<file path="src/rtl/mff_pkg.sv">
`timescale 1ns / 1ps
// Shared types, constants and helper functions of the maze flood-fill engine.
package mff_pkg;

   localparam int MAZE_COLS   = 16;
   localparam int MAZE_ROWS   = 16;
   localparam int QUEUE_DEPTH = 256;
   localparam int QPTR_W      = $clog2(QUEUE_DEPTH);
   localparam int QCNT_W      = $clog2(QUEUE_DEPTH + 1);

   typedef logic [3:0] coord_type;
   typedef logic [7:0] cell_type;
   typedef logic [3:0] wall_type;
   typedef logic [7:0] dist_type;

   localparam dist_type  UNREACHABLE = 8'hFF;
   localparam coord_type CENTRE_LO   = 4'd7;
   localparam coord_type CENTRE_HI   = 4'd8;

   typedef enum logic [1:0] {
      DIR_N = 2'd0,
      DIR_E = 2'd1,
      DIR_S = 2'd2,
      DIR_W = 2'd3
   } dir_type;

   typedef enum logic [1:0] {
      CMD_SET_WALL  = 2'd0,
      CMD_RECALC    = 2'd1,
      CMD_BEST_MOVE = 2'd2,
      CMD_NONE      = 2'd3
   } cmd_type;

   typedef enum logic [1:0] {
      CSR_TX_LO = 2'd0,
      CSR_TX_HI = 2'd1,
      CSR_TY_LO = 2'd2,
      CSR_TY_HI = 2'd3
   } csr_idx_type;

   typedef struct packed {
      logic     wall_we;
      cell_type wall_addr;
      wall_type wall_wdata;
      logic     dist_we;
      cell_type dist_addr;
      dist_type dist_wdata;
   } mem_cmd_type;

   typedef struct packed {
      logic     clear;
      logic     push;
      logic     pop;
      cell_type wdata;
   } q_cmd_type;

   typedef struct packed {
      logic empty;
      logic full;
   } q_stat_type;

   function automatic logic nb_in_maze(coord_type x, coord_type y, dir_type d);
      logic ok;
      unique case (d)
         DIR_N:   ok = (y != coord_type'(MAZE_ROWS - 1));
         DIR_E:   ok = (x != coord_type'(MAZE_COLS - 1));
         DIR_S:   ok = (y != coord_type'(0));
         default: ok = (x != coord_type'(0));
      endcase
      return ok;
   endfunction

   function automatic cell_type nb_cell(coord_type x, coord_type y, dir_type d);
      cell_type c;
      unique case (d)
         DIR_N:   c = {coord_type'(y + 4'd1), x};
         DIR_E:   c = {y, coord_type'(x + 4'd1)};
         DIR_S:   c = {coord_type'(y - 4'd1), x};
         default: c = {y, coord_type'(x - 4'd1)};
      endcase
      return c;
   endfunction

   function automatic dist_type axis_dist(coord_type c);
      dist_type d;
      if (c < CENTRE_LO) d = dist_type'(CENTRE_LO - c);
      else if (c > CENTRE_HI) d = dist_type'(c - CENTRE_HI);
      else d = '0;
      return d;
   endfunction

   function automatic dist_type init_dist(cell_type c);
      return dist_type'(axis_dist(c[3:0]) + axis_dist(c[7:4]));
   endfunction

   function automatic wall_type init_wall(cell_type c);
      wall_type w;
      w    = '0;
      w[0] = (c[7:4] == coord_type'(MAZE_ROWS - 1));
      w[1] = (c[3:0] == coord_type'(MAZE_COLS - 1));
      w[2] = (c[7:4] == coord_type'(0));
      w[3] = (c[3:0] == coord_type'(0));
      return w;
   endfunction

endpackage

</file>
<file path="src/rtl/mff_maze_mem.sv">
`timescale 1ns / 1ps
// Wall and distance memories of the maze, one registered read port each.
module mff_maze_mem (
   input  logic                 clock,
   input  mff_pkg::mem_cmd_type mem_cmd,
   output mff_pkg::wall_type    wall_rdata_ff,
   output mff_pkg::dist_type    dist_rdata_ff
);
   import mff_pkg::*;

   wall_type wall_mem [MAZE_COLS*MAZE_ROWS];
   dist_type dist_mem [MAZE_COLS*MAZE_ROWS];

   always_ff @(posedge clock) begin
      if (mem_cmd.wall_we) begin
         wall_mem[mem_cmd.wall_addr] <= mem_cmd.wall_wdata;
      end
      wall_rdata_ff <= wall_mem[mem_cmd.wall_addr];
   end

   always_ff @(posedge clock) begin
      if (mem_cmd.dist_we) begin
         dist_mem[mem_cmd.dist_addr] <= mem_cmd.dist_wdata;
      end
      dist_rdata_ff <= dist_mem[mem_cmd.dist_addr];
   end

endmodule

</file>
<file path="config.mk">
export PLATFORM = sky130hd
export DESIGN_NAME = mff_maze_mem
export DESIGN_NICKNAME = d
export VERILOG_FILES = /design/src/rtl/mff_pkg.sv /design/src/rtl/mff_maze_mem.sv
export SDC_FILE = /design/constraint.sdc
export NUM_CORES = 2
export LEC_CHECK = 0
export BUFFER_PORTS_ARGS = -buffer_cell sky130_fd_sc_hd__buf_2
export CAP_MARGIN = 5
export CORE_MARGIN = 2
export CORE_UTILIZATION = 34
export CTS_CLUSTER_DIAMETER = 150
export DETAILED_ROUTE_END_ITERATION = 6
export HOLD_SLACK_MARGIN = 0.03
export PLACE_DENSITY = 0.51
export SETUP_SLACK_MARGIN = 0.2
export SLEW_MARGIN = 20
export SYNTH_ARGS = -nofsm -noshare
export SYNTH_HDL_FRONTEND = slang
export SYNTH_SLANG_ARGS = --single-unit
</file>
<file path="constraint.sdc">
create_clock -name clock -period 2.75 [get_ports clock]
set_input_delay 0.275 -clock clock [delete_from_list [all_inputs] [get_ports clock]]
set_output_delay 0.275 -clock clock [all_outputs]
set_load 0.05 [all_outputs]
</file>
; Word level (Yosys, flattened, before mapping)
; Memory sizes are Yosys's and may differ from the RTL's. A register that Yosys moved wholly into a read port is not among the register bits.
; Cells that the tools add are included.
[classes]
mux = 4
[op_table]
columns = op, n
row1 = $mux 1, 4
[word_totals]
register_bits = 0
mem_bits_rw = 3072
in_bits = 31
out_inout_bits = 12
elab_cells = 6
n_memories = 2
[memory_table]
columns = name, words, word_bits, read_ports, rd_ports_with_merged_regs, write_ports, line_no
row1 = dist_mem, 256, 8, 1, 1, 1, mff_maze_mem.sv:12  ; dist_type dist_mem [MAZE_COLS*MAZE_ROWS];
row2 = wall_mem, 256, 4, 1, 1, 1, mff_maze_mem.sv:11  ; wall_type wall_mem [MAZE_COLS*MAZE_ROWS];

; Logic depth before layout (Yosys ltp)
[depth]
word_depth = 2
ltp_mapped = 9
ltp_nobuf = 5

; Least setup slack after synthesis
; No wires, ideal clock.
[synth_path]
kind = input port to flip-flop
startpoint = input port mem_cmd[8] (netlist bit)
endpoint = memory dist_mem[111][0] (netlist bit), enable pin
setup_time_ns = 0.370
arrival_ns = 2.081
required_time_ns = 2.380
slack_ns = 0.299
path_stages = 8
n_path_buf = 6
path_cell_list = buf_2 -> buf_6 -> buf_6 -> buf_2 -> clkbuf_1 -> nand4_1 -> clkbuf_1 -> nor2_1
[synth_rtl]
columns = item, line_no
row1 = from (decl), mff_maze_mem.sv:5  ; input mff_pkg::mem_cmd_type mem_cmd,
row2 = to (decl), mff_maze_mem.sv:12
; Straight into the memory's write port.

==> run_results.csv <==
group,metric,value,unit
sta,setup_slack,0.335,ns
critical_path,critPathMaxFanout,1,
route,drt-pass1-iter-count,6,
critical_path,cp.required,3.53,ns
sta,finClkSkew,0.122,ns
critical_path,path_cells,"mux4_2 -> a22oi_1 -> a21oi_1 -> o41ai_2 -> buf_4 -> nand4_1",
sta,max_freq,414,MHz
floorplan,core-area,0.346,mm^2
route,wl_per_cell,27.4,um
sta,fin_crit_sh,87.8,%
synthesis,ys_warn_count,0,
clock_network,path_clk_slew,0.06,ns
sta,layout_min_cycle_time,2.41,ns
sta,slew_violations,0,
synthesis,synth_top_family_by_area,"multiplexers",
synthesis,synth_fa_ha_area_share,0,%
route,num_vias,59200,
synthesis,synth_area_per_cell,21.6,um^2
floorplan,rows,216,
cells_and_area,final_common_cell,"edfxtp_1",
placed_design,gp_congestion,0.791,
floorplan,chipWidth,594,um
route,ant_nets,0,
grt,antenna_found_initial,20,
route,viasPerCell,5.25,
critical_path,cp-start-kind,"flop",
synthesis,synthSimpleGateAreaFrac,2.24,%
critical_path,slowest_delay,0.65,ns
placed_design,portBuffers,42,
clock_network,htree_levels,5,
synthesis,muxShareOfSynthArea,14.6,%
pwr,power.density,711,mW/mm^2
critical_path,cpMaxStageDelayCell,"o41ai_2",
route,drc,0,
cells_and_area,post-route-util,41.1,%
sta,hold_violations,0,
synthesis,synthXorXnorAreaFrac,0,%
sta,hold_ws,0.0872,ns
critical_path,worst_ep_arrival_time,3.19,ns
grt,grt_pass1_wl,448000,um
synthesis,ys_types,26,
placed_design,place_ws,-0.754,ns
cells_and_area,final_cell_mix,"edfxtp_1, buf_4, mux4_2",
pwr,total_power,0.101,W
pwr,ir_drop,0.507,mV
grt,grt_max_degree,99,
critical_path,crit_buf_inv,1,
outcome,outcome,"complete, no violations",
floorplan,pin_count,43,
clock_network,cts_buffers,333,
clock_network,cts_root_buffer,"clkbuf_16",
clock_network,clk_latency,0.95,ns
synthesis,synth.yosys.seq_area_share,78.1,%
grt,grt_usage,17.2,%
synthesis,ys_ff_latch,3084,
min_path,hold_path.class,"input pin to flop",
route,drt-total-wl,309000,um
synthesis,synth_nets,5518,
grt,grt-ovfl-total,0,
clock_network,clock_path_buffers,4,
clock_network,cts_tree,"built",
cells_and_area,synthToLayoutAreaGrowth,20.1,%
cells_and_area,drive_gt1_share,33.7,%
placed_design,dp_hpwl,197000,um
synthesis,synth_compound_area_share,3.69,%
sta,slew_headroom,47.7,%
floorplan,die_area,0.353,mm^2
sta,tightest_slew,0.774,ns
sta,rsz0062_at_grt,"false",
route,first_iter_violations,5721,
floorplan,die_h,594,um
job,cap_violations,0,
grt,grt_pass1_vias,61900,
sta,tns,0,ns
clock_network,clock-sinks,3084,
critical_path,worstSetupPathType,"flop to flop",
critical_path,crit_family,"compound AO/OA/AOI/OAI gates",
synthesis,synth_area,0.118,mm^2
cells_and_area,nets,6462,
synthesis,syn_inst,5487,
pwr,p_leak,44.9,nW
sta,setup_violations,0,
floorplan,initial_utilization,34.2,%
critical_path,end_kind,"flop",
[power by group]
group | leakage (nW) | internal, W | total [W] | switching [W]
logic | 11.9 | 0.00200 | 0.00517 | 0.00317
registers | 27.7 | 0.0518 | 0.0519 | 0.0000696
clock network | 5.25 | 0.0256 | 0.0442 | 0.0186
[cell families after synthesis]
group | Yosys count
flops | 3084
mux | 768
simple gates | 646
compound gates | 624
buf+inv | 365
[synthesized netlist by cell type]
library cell	instances	area, um^2
a21oi_1	192	961
a22oi_1	384	2880
and2_0	2	12.5
and2_1	4	25.0
and3b_1	1	8.76
buf_1	34	128
buf_2	53	265
buf_4	25	188
buf_6	17	191
clkbuf_1	235	882
dfxtp_1	12	240
edfxtp_1	3072	92200
inv_1	1	3.75
mux4_2	768	17300
nand2_1	46	173
nand2b_1	10	62.6
nand3_1	20	100
nand4_1	16	100
nor2_1	480	1800
nor2b_1	15	93.8
nor3_1	42	210
nor3b_1	1	7.51
o41ai_1	33	289
o41ai_2	15	244
or2_2	4	25.0
or3_1	5	31.3
[path summary, 6_finish.rpt]
path | startpoint | cells after the start | slack (ns) | end
max | wall_mem[56][3]$_DFFE_PP_ | 6 | 0.34 | wall_rdata_ff[3]$_DFF_P_
min | mem_cmd[27] | 5 | 0.09 | wall_rdata_ff[1]$_DFF_P_
max reg2reg | wall_mem[56][3]$_DFFE_PP_ | 6 | 0.34 | wall_rdata_ff[3]$_DFF_P_
min reg2reg | wall_mem[112][2]$_DFFE_PP_ | 5 | 1.03 | wall_rdata_ff[2]$_DFF_P_
[worst reg2reg max path, stage by stage (launching register included)]
cell and delay (ns):
edfxtp_1 0.39, mux4_2 0.48, a22oi_1 0.32, a21oi_1 0.18, o41ai_2 0.65, buf_4 0.23
nand4_1 0.09
[layer usage]
layer | GRT usage (%) | wire [um]
met1 | 24.2 | 134000
met2 | 28.2 | 150000
met5 | 0 | 67
met3 | 2.86 | 19300
met4 | 3.74 | 6220
[per-stage QoR]
stage | area, um^2 | std cells
after floorplan | 118000 | 5487
after CTS | 142000 | 11300
after global routing | 142000 | 11300
after global placement | 131000 | 10700
final | 142000 | 11300
after detailed placement | 131000 | 10700
[sequential cells by signal, summed over array words and instances, names as in the netlist]
register / count
dist_rdata_ff: 8
wall_rdata_ff: 4
dist_mem: 2048
wall_mem: 1024
[layout make-up]
type | instances | area [um^2]
diodes | 3 | 7.51
clock buffers | 419 | 8820
clock inverters | 188 | 1930
fillers | 30500 | 204000
inverters | 1 | 3.75
multi-input cells | 2038 | 24500
flip-flops and latches | 3084 | 92500
well taps | 4578 | 5730
repair buffers | 973 | 8830
[timing repair]
item / CTS / global route
gates resized for setup: 4 / 4
endpoints found under the hold margin: 1107 / 0
hold buffers: 16 / 0
endpoints found under the setup margin: 4 / 4
buffers inserted: 0 / 0
Note: power is estimated with default switching activity, not from simulation.
