$ cat config.mk
export PLATFORM = sky130hd
export DESIGN_NAME = mff_queue
export DESIGN_NICKNAME = d
export VERILOG_FILES = /design/src/rtl/mff_pkg.sv /design/src/rtl/mff_queue.sv
export SDC_FILE = /design/constraint.sdc
export NUM_CORES = 2
export LEC_CHECK = 0
export BUFFER_PORTS_ARGS = -buffer_cell sky130_fd_sc_hd__clkbuf_2
export CAP_MARGIN = 40
export CORE_MARGIN = 2
export CORE_UTILIZATION = 55
export DETAILED_ROUTE_END_ITERATION = 10
export PLACE_DENSITY = 0.7
export SYNTH_ARGS = -nofsm -noshare
export SYNTH_HDL_FRONTEND = slang
export SYNTH_SLANG_ARGS = --single-unit
$ cat constraint.sdc
create_clock -name clock -period 3.39 [get_ports clock]
set_input_delay 0.678 -clock clock [delete_from_list [all_inputs] [get_ports clock]]
set_output_delay 0.678 -clock clock [all_outputs]
set_load 0.1 [all_outputs]
$ cat src/rtl/mff_pkg.sv
`timescale 1ns / 1ps
// Shared types, constants and helper functions of the maze flood-fill engine.
package mff_pkg;

   localparam int MAZE_COLS   = 16;
   localparam int MAZE_ROWS   = 16;
   localparam int QUEUE_DEPTH = 256;
   localparam int QPTR_W      = $clog2(QUEUE_DEPTH);
   localparam int QCNT_W      = $clog2(QUEUE_DEPTH + 1);

   typedef logic [3:0] coord_type;
   typedef logic [7:0] cell_type;
   typedef logic [3:0] wall_type;
   typedef logic [7:0] dist_type;

   localparam dist_type  UNREACHABLE = 8'hFF;
   localparam coord_type CENTRE_LO   = 4'd7;
   localparam coord_type CENTRE_HI   = 4'd8;

   typedef enum logic [1:0] {
      DIR_N = 2'd0,
      DIR_E = 2'd1,
      DIR_S = 2'd2,
      DIR_W = 2'd3
   } dir_type;

   typedef enum logic [1:0] {
      CMD_SET_WALL  = 2'd0,
      CMD_RECALC    = 2'd1,
      CMD_BEST_MOVE = 2'd2,
      CMD_NONE      = 2'd3
   } cmd_type;

   typedef enum logic [1:0] {
      CSR_TX_LO = 2'd0,
      CSR_TX_HI = 2'd1,
      CSR_TY_LO = 2'd2,
      CSR_TY_HI = 2'd3
   } csr_idx_type;

   typedef struct packed {
      logic     wall_we;
      cell_type wall_addr;
      wall_type wall_wdata;
      logic     dist_we;
      cell_type dist_addr;
      dist_type dist_wdata;
   } mem_cmd_type;

   typedef struct packed {
      logic     clear;
      logic     push;
      logic     pop;
      cell_type wdata;
   } q_cmd_type;

   typedef struct packed {
      logic empty;
      logic full;
   } q_stat_type;

   function automatic logic nb_in_maze(coord_type x, coord_type y, dir_type d);
      logic ok;
      unique case (d)
         DIR_N:   ok = (y != coord_type'(MAZE_ROWS - 1));
         DIR_E:   ok = (x != coord_type'(MAZE_COLS - 1));
         DIR_S:   ok = (y != coord_type'(0));
         default: ok = (x != coord_type'(0));
      endcase
      return ok;
   endfunction

   function automatic cell_type nb_cell(coord_type x, coord_type y, dir_type d);
      cell_type c;
      unique case (d)
         DIR_N:   c = {coord_type'(y + 4'd1), x};
         DIR_E:   c = {y, coord_type'(x + 4'd1)};
         DIR_S:   c = {coord_type'(y - 4'd1), x};
         default: c = {y, coord_type'(x - 4'd1)};
      endcase
      return c;
   endfunction

   function automatic dist_type axis_dist(coord_type c);
      dist_type d;
      if (c < CENTRE_LO) d = dist_type'(CENTRE_LO - c);
      else if (c > CENTRE_HI) d = dist_type'(c - CENTRE_HI);
      else d = '0;
      return d;
   endfunction

   function automatic dist_type init_dist(cell_type c);
      return dist_type'(axis_dist(c[3:0]) + axis_dist(c[7:4]));
   endfunction

   function automatic wall_type init_wall(cell_type c);
      wall_type w;
      w    = '0;
      w[0] = (c[7:4] == coord_type'(MAZE_ROWS - 1));
      w[1] = (c[3:0] == coord_type'(MAZE_COLS - 1));
      w[2] = (c[7:4] == coord_type'(0));
      w[3] = (c[3:0] == coord_type'(0));
      return w;
   endfunction

endpackage

$ cat src/rtl/mff_queue.sv
`timescale 1ns / 1ps
// Work queue of cells for the flood fill: FIFO memory with head, tail and count.
module mff_queue (
   input  logic                clock,
   input  logic                reset,
   input  mff_pkg::q_cmd_type  q_cmd,
   output mff_pkg::q_stat_type q_stat,
   output mff_pkg::cell_type   rdata_ff
);
   import mff_pkg::*;

   cell_type           q_mem [QUEUE_DEPTH];
   logic [QPTR_W-1:0]  head_ff, head_in;
   logic [QPTR_W-1:0]  tail_ff, tail_in;
   logic [QCNT_W-1:0]  count_ff, count_in;
   logic               full;

   assign full         = (count_ff == QCNT_W'(QUEUE_DEPTH));
   assign q_stat.full  = full;
   assign q_stat.empty = (count_ff == '0);

   always_comb begin
      head_in  = head_ff;
      tail_in  = tail_ff;
      count_in = count_ff;
      if (q_cmd.clear) begin
         head_in  = '0;
         tail_in  = '0;
         count_in = '0;
      end else if (q_cmd.push && !full) begin
         tail_in  = QPTR_W'(tail_ff + 1'b1);
         count_in = QCNT_W'(count_ff + 1'b1);
      end else if (q_cmd.pop && count_ff != '0) begin
         head_in  = QPTR_W'(head_ff + 1'b1);
         count_in = QCNT_W'(count_ff - 1'b1);
      end
   end

   always_ff @(posedge clock) begin
      if (reset) begin
         head_ff  <= '0;
         tail_ff  <= '0;
         count_ff <= '0;
      end else begin
         head_ff  <= head_in;
         tail_ff  <= tail_in;
         count_ff <= count_in;
      end
   end

   always_ff @(posedge clock) begin
      if (q_cmd.push && !full && !q_cmd.clear) begin
         q_mem[tail_ff] <= q_cmd.wdata;
      end
      if (q_cmd.pop) begin
         rdata_ff <= q_mem[head_ff];
      end
   end

endmodule

Yosys cells after proc, flatten, opt, wreduce, memory -nomap -nowiden
Memories as Yosys holds them, arrays and structs flattened. A register that Yosys moved wholly into a read port is not among the register bits. Index checks and enable logic that the tools add are counted.

Memories kept: 1. Bits in latches: 0. Memory bits (read-only): 0. Register bits: 25. RAM bits: 2048.

Memory list: q_mem (depth 256, width 8, rd ports 1, clocked after Yosys merged registers in 1, wr ports 1, line mff_queue.sv:12) `cell_type q_mem [QUEUE_DEPTH];`.

Mux-type cells: 4. Bitwise gates (word level): 1. Shifts and indexed selects: 0. Eq/ne operators: 1. $mul: 0. Div/mod/pow operators: 0. Reductions and logical operators: 10. $add $sub $neg: 4. Order comparisons: 0.

Operators with widths (count): two-way mux 9 bit (2); adder 8 x 1 -> 8 bit, second input constant (2); adder 9 x 1 -> 9 bit, second input constant (1); equality test 9 bit, second input constant (1); zero test 9 bit (1); nonzero test 9 bit (1); subtractor 9 x 1 -> 9 bit, second input constant (1); logical AND 1 bit (3); zero test 1 bit (2); two-way mux 1 bit (2); AND reduction 2 bit (1); nonzero test 2 bit (1); OR reduction 2 bit (1); NOT 1 bit (1).

Longest topological paths before layout
Depth in word-level cells: 6. Depth in mapped cells: 13. Gate-level depth less buffers: 12.

Worst setup path before layout
Ideal clock, no wire load.

Path kind: register to register. Start point: register count_ff[0]. End point: register count_ff[7]. Buffers on the path: 0. Period minus slack after synthesis: 3.131 ns. Library setup time: 0.118 ns. Cell stages (with the launch flop): 12. Data required time: 3.272 ns. Arrival time: 3.013 ns. Setup slack: 0.259 ns. Cells stage by stage: dfxtp_1 -> nor4_1 -> nand2_1 -> o21ai_1 -> ha_1 -> a21o_1 -> a21oi_1 -> o21ai_0 -> a2111oi_0 -> nor3_1 -> or3_1 -> o2111a_1.

Cells in the longest elaborated chain, start to end: 4.

Ends and longest elaborated chain: start: declaration (line mff_queue.sv:15) `logic [QCNT_W-1:0] count_ff, count_in;`; start signal: assignment (line mff_queue.sv:47) `count_ff <= count_in;`; parallel branches: the longest is 4 deep, another holds subtractor 9 x 1 -> 9 bit.

Parallel ways; which one is timed is not known. The select of a mux whose other input is x is not followed. A chain may end at the register's enable or synchronous reset.

==> flow_summary.ini <==
[run_status]
status = complete, no violations

[placed_design]
io_buffers = 22
dpl_cell_area_um2 = 86300
gp_congestion = 0.914
hpwl_um = 137000
dp.cells = 6082

[final_layout]
num-fill-cells = 9788
final_cells = 6455
drive_gt1_frac = 0.265
multi_input_area_um2 = 17500
finalInstanceArea_um2 = 92600
syn2layout_area_growth_pct = 13.9
layout.nets = 4388
final-seq-area_um2 = 62300

[yosys]
synth_cells = 3955
yosysSeqAreaShare = 0.766
synth_cell_types = 76
yosys_most_used_dff = edfxtp_1
synth_compound_area_frac = 0.0357
synth_top_family_by_area = multiplexers
synth-edff-count = 2056
synth_seq_cells = 2081
synth.area.mux_share = 0.146
synthSimpleGateAreaFrac = 0.0288
yosysWarnings = 0
syn_area_um2 = 81300
synth_fa_ha_area_frac = 0.00209
synth_xor_area_frac = 0.00194
synth_area_per_cell_um2 = 20.6
synthArstFlopShare = 0
synth_nets = 3981

[critical_path]
arrival_ps = 3950
max_stage_delay_ps = 690
cp-start-kind = flop
cp_cell_sequence = buf_4 > mux4_2 > nor2b_1 > a211oi_1 > nor3_1 > a211oi_1 > buf_4 > a311oi_1 > a31o_1
end_kind = flop
critPathTopFamily = compound AO/OA/AOI/OAI gates
worst-path-buf-inv = 2
critical_path.max_fanout = 24
crit_required_ps = 4000
cpMaxStageDelayCell = dfxtp_4
worstSetupPathType = flop to flop

[sta]
fmax_mhz = 300
hold_slack_ps = 156
rsz0062_at_grt = no
hold_violations = 0
tightestPinTransition_ps = 950
drv_slew = 0
period_needed_ps = 3340
worst_slew_margin_rel = 0.366
fin_crit_sh = 0.985
skew_ps = 35.6
setup_violations = 0

[pwr]
vdd_ir_drop_max_uv = 391
power_leakage_nw = 28.6
power_density_nw_per_um2 = 562

[die]
die_area_um2 = 151000
die_h_um = 388
ioPinCount = 23
fp-row-count = 141
die_w_um = 388
initial_core_util = 0.552
core_um2 = 147000

[route]
wl_per_cell_um = 33.3
drtIter0Drc = 5927
postRouteAntennaNets = 0
drt_first_pass_iters = 6
routed_wl_um = 215000
drc = 0
viasPerCell = 6.64
vias = 42900

[grt]
grt_max_degree = 109
grt_usage = 0.286
antenna_found_initial = 4
grt_overflow_total = 0
grt_pass1_wl_um = 306000
first_global_vias = 42000

[clock_network]
ctsHoldBuffers = 0
cts_made_buffers = 201
clk_latency_ps = 850
cts_buffer_depth = 3
htreeDepth = 4
cts_tree = yes
clk_pin_slew_ps = 60
cts_sinks = 2081
cts-root-buf = clkbuf_16

[hold_path]
hp-class = input port to flop

[flow_run]
maxCapViolCount = 0
registers in the layout (all words and copies together), names as in the netlist:
register and count:
q_mem 2048, count_ff 9, head_ff 8, rdata_ff 8
tail_ff 8
path summary, 6_finish.rpt:
path / start / end / slack [ps] / cells after the start
setup / recovery: head_ff[2] / rdata_ff[5] / 50 / 9
hold / removal: reset / count_ff[7] / 160 / 3
setup reg to reg: head_ff[2] / rdata_ff[5] / 50 / 9
hold reg to reg: count_ff[4] / count_ff[4] / 480 / 2
synth_stat cells (7+ instances only):
master | count | area (um2)
a2111oi_0 | 11 | 96.3
buf_2 | 63 | 315
buf_8 | 7 | 105
a221oi_1 | 36 | 315
dfxtp_1 | 25 | 500
edfxtp_1 | 2056 | 61700
nand4_1 | 9 | 56.3
buf_6 | 33 | 372
mux2i_1 | 181 | 1810
a31oi_1 | 14 | 87.6
nand3_1 | 35 | 175
ha_1 | 12 | 150
nand2_1 | 96 | 360
xnor2_1 | 11 | 96.3
mux4_2 | 438 | 9860
a211oi_1 | 23 | 173
o22ai_1 | 28 | 175
or3_1 | 8 | 50.1
o211ai_1 | 8 | 60.1
nor3_1 | 17 | 85.1
clkbuf_1 | 94 | 353
buf_4 | 20 | 150
buf_1 | 12 | 45.0
a22oi_1 | 69 | 518
buf_12 | 8 | 160
o21ai_1 | 9 | 45.0
mux2_2 | 12 | 135
nor2_1 | 313 | 1170
a21oi_1 | 97 | 485
nor2b_1 | 24 | 150
inv_1 | 11 | 41.3
a22o_1 | 14 | 123
o221ai_1 | 23 | 201
xor2_1 | 7 | 61.3
o21ai_0 | 29 | 145
layout by cell type, fill, tap and decap left out, types with 14 or more instances in the layout:
cell type	Yosys	final
nor2b_1	24	20
nor2_1	313	310
o221ai_1	23	23
clkbuf_1	94	52
dfxtp_1	25	19
o21ai_0	29	29
mux2i_1	181	181
clkbuf_16	0	205
nand2_1	96	88
a22oi_1	69	69
clkbuf_2	1	14
edfxtp_1	2056	2056
a221oi_1	36	36
a22o_1	14	14
a211oi_1	23	23
nor3_1	17	17
clkinv_1	2	46
buf_12	8	59
a31oi_1	14	14
clkinv_2	0	36
o22ai_1	28	28
nand3_1	35	35
buf_4	20	361
a21oi_1	97	97
mux4_2	438	438
where the power goes:
group | switching (mW) | internal [mW] | leakage (nW) | total [mW]
Clock | 9.46 | 11.9 | 3.04 | 21.4
Combinational | 1.39 | 0.944 | 6.85 | 2.34
Sequential | 0.0313 | 28.3 | 18.7 | 28.3
Total | 10.9 | 41.2 | 28.6 | 52.0
worst min-delay path: cells and delay by family:
family | cells | cell delay [ps]
buffers and inverters | 1 | 90
AND/OR/NAND/NOR | 1 | 80
AO/OA/AOI/OAI | 1 | 120
cell type report:
class                   count  share of cell area
clock inverters           107             0.00990
diodes                      2           0.0000540
well taps                1930              0.0261
clock buffers             257              0.0575
inverters                  14            0.000581
multi-input cells        1620               0.189
flip-flops and latches   2081               0.672
repair buffers            444              0.0442
stage by stage:
stage          power [mW]   util  setup TNS [ps]  worst slack, ps
2_1_floorplan        30.3      -               0              259
3_3_place_gp         31.1  0.585           -66.5            -64.3
3_5_place_dp         31.2  0.586           -70.7            -70.7
4_1_cts              52.3  0.628               0             64.0
5_1_grt              53.4  0.629               0             4.84
6_report             52.0  0.629               0             51.8
routing by layer:
layer,global-route usage,vias up,wire length [um]
met2,0.437,2818,100000
met5,0,-,14
li1,-,17200,-
met4,0.119,2,9870
met1,0.405,22400,79800
met3,0.0648,459,25300
cell families (layout without fill, tap and decap cells):
family,Yosys count,count (layout)
fa+ha+maj,13,13
mux,634,634
compound gates,413,413
simple gates,542,542
buf+inv,254,822
xor+xnor,18,18
flops,2081,2081
other cells,0,2
repair_timing:
action                                 CTS  global route
setup endpoints to repair                2             3
endpoints found under the hold margin    0             0
pin swaps                                0             0
buffers inserted                         4             1
gates resized for setup                  1             2
(Power assumes the default switching activity.)
